## src/sv/ptmoc_pkg.sv

```systemverilog
// ----------------------------------------------------------------------------
// ptmoc_pkg
// types and constants shared by the periodic trial move overlap check
// ----------------------------------------------------------------------------
`default_nettype none

package ptmoc_pkg;

    localparam int COORD_W    = 24;
    localparam int HALF_W     = 23;
    localparam int THR_W      = 48;
    localparam int COUNT_W    = 9;
    localparam int INDEX_W    = 8;
    localparam int CFG_IDX_W  = 3;
    localparam int CFG_DATA_W = 48;

    // remainder unit: dividend below 2^25, divisor is the box span
    localparam int DVD_W     = 25;
    localparam int DSR_W     = 24;
    localparam int REM_STEPS = DVD_W;

    localparam logic MODE_LOAD = 1'b0;
    localparam logic MODE_TRY  = 1'b1;

    localparam logic [1:0] STATUS_OK      = 2'd0;
    localparam logic [1:0] STATUS_OVERLAP = 2'd1;
    localparam logic [1:0] STATUS_RANGE   = 2'd2;

    localparam logic [CFG_IDX_W-1:0] CFG_HALF_X = 3'd0;
    localparam logic [CFG_IDX_W-1:0] CFG_HALF_Y = 3'd1;
    localparam logic [CFG_IDX_W-1:0] CFG_HALF_Z = 3'd2;
    localparam logic [CFG_IDX_W-1:0] CFG_MIN_SQ = 3'd3;
    localparam logic [CFG_IDX_W-1:0] CFG_COUNT  = 3'd4;

    typedef logic signed [COORD_W-1:0] coord_t;

    typedef struct packed {
        logic                 mode;
        logic [INDEX_W-1:0]   index;
        coord_t               val_x;
        coord_t               val_y;
        coord_t               val_z;
    } ptmoc_cmd_t;

    typedef struct packed {
        logic [1:0] status;
        coord_t     pos_x;
        coord_t     pos_y;
        coord_t     pos_z;
    } ptmoc_result_t;

    typedef struct packed {
        logic             start;
        logic [DVD_W-1:0] dividend;
        logic [DSR_W-1:0] divisor;
    } ptmoc_rem_req_t;

    typedef struct packed {
        logic             done;
        logic [DSR_W-1:0] rem;
    } ptmoc_rem_rsp_t;

endpackage

`default_nettype wire

```

## src/sv/ptmoc_rem.sv

```systemverilog
// ----------------------------------------------------------------------------
// ptmoc_rem
// restoring remainder unit, one quotient bit per cycle
// ----------------------------------------------------------------------------
`default_nettype none

module ptmoc_rem
    import ptmoc_pkg::*;
(
    input  logic           clk,
    input  logic           rst_n,
    input  ptmoc_rem_req_t req,
    output ptmoc_rem_rsp_t rsp
);

    localparam int CNT_W = $clog2(REM_STEPS + 1);

    logic             run_reg;
    logic [CNT_W-1:0] cnt_reg;
    logic             done_reg;
    logic [DVD_W-1:0] dvd_reg;
    logic [DSR_W-1:0] dsr_reg;
    logic [DSR_W-1:0] rem_reg;

    logic [DSR_W:0]   shifted;
    logic [DSR_W+1:0] trial;

    assign shifted = {rem_reg, dvd_reg[DVD_W-1]};
    assign trial   = {1'b0, shifted} - {2'b00, dsr_reg};

    always_ff @(posedge clk or negedge rst_n)
    begin
        if (!rst_n)
        begin
            run_reg  <= 1'b0;
            cnt_reg  <= '0;
            done_reg <= 1'b0;
        end
        else
        begin
            done_reg <= 1'b0;
            if (req.start)
            begin
                run_reg <= 1'b1;
                cnt_reg <= CNT_W'(REM_STEPS);
            end
            else if (run_reg)
            begin
                cnt_reg <= cnt_reg - CNT_W'(1);
                if (cnt_reg == CNT_W'(1))
                begin
                    run_reg  <= 1'b0;
                    done_reg <= 1'b1;
                end
            end
        end
    end

    always_ff @(posedge clk)
    begin
        if (req.start)
        begin
            dvd_reg <= req.dividend;
            dsr_reg <= req.divisor;
            rem_reg <= '0;
        end
        else if (run_reg)
        begin
            dvd_reg <= {dvd_reg[DVD_W-2:0], 1'b0};
            // keep the shifted remainder when the trial subtract goes negative
            rem_reg <= trial[DSR_W+1] ? shifted[DSR_W-1:0] : trial[DSR_W-1:0];
        end
    end

    assign rsp.done = done_reg;
    assign rsp.rem  = rem_reg;

endmodule

`default_nettype wire

```

## config.mk

```make
export PLATFORM = sky130hd
export DESIGN_NAME = ptmoc_rem
export DESIGN_NICKNAME = d
export VERILOG_FILES = /design/src/sv/ptmoc_pkg.sv /design/src/sv/ptmoc_rem.sv
export SDC_FILE = /design/constraint.sdc
export NUM_CORES = 1
export LEC_CHECK = 0
export ABC_AREA = 1
export BUFFER_PORTS_ARGS = -buffer_cell sky130_fd_sc_hd__buf_2
export CAP_MARGIN = 20
export CORE_MARGIN = 1
export CORE_UTILIZATION = 58
export CTS_CLUSTER_DIAMETER = 80
export DETAILED_ROUTE_END_ITERATION = 6
export PLACE_DENSITY = 0.86
export SYNTH_ARGS = -nofsm -noshare
export SYNTH_HDL_FRONTEND = slang
export SYNTH_SLANG_ARGS = --single-unit
```

## constraint.sdc

```tcl
create_clock -name clk -period 2.55 [get_ports clk]
set_input_delay 0.3825 -clock clk [delete_from_list [all_inputs] [get_ports clk]]
set_output_delay 0.3825 -clock clk [all_outputs]
set_load 0.05 [all_outputs]
```

==> results.ini <==
[status]
status=completed

[route]
first_iter_violations=238
ant_nets=0
avgRoutedWirePerCell_um=12.6
first_pass_iters=5
via_per_inst=5.00
drc=0
via_count=4642
wl_um=11700

[worst_setup_path]
cp.required_ps=2820
path_cells=inv_1, ha_1, nand2_1, nand2_1, nand2_1, nand2_1, clkinv_1, nand3_2, nand2_4, buf_4, nand3_1, nand2_1, inv_1, nand2_1, nand2_1
max_stage_delay_ps=370
crit_fanout=25
crit_type=register to register
path_buf_inv=4
arrival_ps=2380
endpoint_kind=register
critPathSlowestCell=edfxtp_1
critical_path.most_common_cell=nand2_1
start_kind=register
crit_family=simple AND/OR/NAND/NOR gates

[clock_tree]
cts_tree=built
path_clk_slew_ps=100
clock_latency_ps=370
cts_buffers=9
root_buffer=clkbuf_8
clock_sinks=80
clk_path_buf_depth=2
htree_levels=3

[place]
dp_hpwl_um=8830
gp_congestion=0.972
io_buffers=76
pre_cts_ws_ps=465
dp_cells=912

[cells_and_area]
final_nets=895
multi_input_area_um2=2480
instances_no_fill=929
largest_reg_flops=25
areaGrowthSynthToFinish_pct=12.4
fillerInstances=771
diodes=0
drive_gt1_share_pct=15.8
seq_area_um2=2130

[sta]
tns_ps=0
period_minus_slack_ps=2110
report.final.slew_viol_count=0
whs_ps=189
period_share_pct=82.6
finalSetupViolCount=0
maxSlewHeadroom_pct=55.7
rsz0062_at_grt=no
worst_slack_ps=443
skew_ps=15.3
tightest_slew_ps=661
finalHoldViolCount=0
clock.fmax_mhz=475

[power]
vdd_drop_max_uv=460
power_uw=6380
p_leak_uw=0.00332
power.density_nw_per_um2=1080

[yosys]
avgSynthCellArea_um2=7.15
synth_area_um2=5270
syn-num-nets=816
ys_ff_latch=80
synth_top_flop_cell=edfxtp_1
yosysTopAreaCell=edfxtp_1
synth_cell_types=39
seq_area_frac_synth_pct=40.4
post-synth-top-count-cell=nand2_1
async_flop_share_pct=8.75
synth_area_leaders=edfxtp_1 28%, nand2_1 21%, inv_1 10%, dfxtp_1 9.1%, ha_1 6.2%
yosys-top-cells-count=290 x nand2_1, 143 x inv_1, 57 x nand3_1, 49 x edfxtp_1, 31 x nor2_1
synth_edf_count=49
synth_top_cell_area_share_pct=27.9
yosysWarnings=0
synthCells=737

[worst_hold_path]
hp-class=input pin to register

[global_routing]
grt_first_pass_wirelength_um=20300
grt.total_usage_pct=26.6
met1_usage_pct=34.0
gr-usage-met3_pct=4.68
met2_usage_pct=45.3
busiest_layer=met2
grt_max_degree=36
grt.overflow.total=0
antenna_found_initial=0
grt_pass1_vias=4527

[floorplan]
io_pins=77
fp.dieArea_um2=9470
coreArea_um2=8760
rows=34
die_w_um=97.3
die_y_um=97.3
start_util_pct=60.1

[flow_run]
max_cap_violations=0

## area by class of cell
type	count	share of cell area, %
clock buffers	10	2.15
repair buffers	84	7.69
clock inverters	6	0.718
multi-input cells	494	41.9
well taps	108	2.28
flip-flops and latches	80	35.9
inverters	147	9.32
## path summary, 6_finish.rpt
kind	to	slack, ps	cells after the start	start
setup / recovery	rem_reg[22]$_SDFFE_PP0P_	440	15	dsr_reg[6]$_DFFE_PP_
hold / removal	dsr_reg[22]$_DFFE_PP_	190	1	req[22]
setup reg to reg	rem_reg[22]$_SDFFE_PP0P_	440	15	dsr_reg[6]$_DFFE_PP_
hold reg to reg	rem_reg[17]$_SDFFE_PP0P_	490	2	rem_reg[17]$_SDFFE_PP0P_
max in group asynchronous	cnt_reg[0]$_DFFE_PN0P_	2020	2	rst_n
min in group asynchronous	cnt_reg[3]$_DFFE_PN0P_	380	2	rst_n
## layer usage
| metal | share of wire [%] | wire length [µm] |
|---|---|---|
| met2 | 47 | 5550 |
| met4 | 1.9 | 219 |
| met1 | 45 | 5290 |
| met3 | 5.4 | 632 |
| met5 | 0 | 0 |
## metrics by stage
step	utilization, %	area [µm²]
after CTS	67.6	5920
final	67.6	5920
after floorplan	-	5270
after global routing	67.6	5920
after global placement	65.5	5740
after detailed placement	65.5	5740
## cells by family (layout without fill, tap and decap cells)
group                    count (synthesis)  in the layout  share of synthesized area [%]
AND/OR/NAND/NOR                        427            427                           35.9
buffers and inverters                  163            247                           12.5
XOR/XNOR                                 9              9                           1.50
flip-flops                              80             80                           40.4
adder cells (fa/ha/maj)                 27             27                           6.56
AO/OA/AOI/OAI                           31             31                           3.23
## power breakdown
group	internal, µW	switching [µW]	leakage, µW
registers	1630	182	0.000788
logic	1190	2510	0.00245
clock network	358	514	0.0000831
total	3170	3210	0.00332
## worst register-to-register path, cell delays in order, from the launching register on
cell	delay, ps
edfxtp_1	370
inv_1	70
ha_1	270
nand2_1	90
nand2_1	70
nand2_1	60
nand2_1	80
clkinv_1	70
nand3_2	150
nand2_4	110
buf_4	300
nand3_1	140
nand2_1	70
inv_1	50
nand2_1	60
nand2_1	50
## cell usage in the layout (no fill, tap or decap), drive strengths merged, types with 8 or more instances in the layout
master    n
dfxtp    24
nand2   299
o21ai    14
nand3    71
clkbuf   10
buf      83
a21oi    15
xnor2     8
nand3b    8
nor2     36
edfxtp   49
inv     146
ha       26
## what timing repair did
item,CTS,global route
hold buffers,1,0
gates resized for setup,0,0
endpoints found under the hold margin,7,0
buffers inserted,0,0
Power figures use the tool's default switching activity.
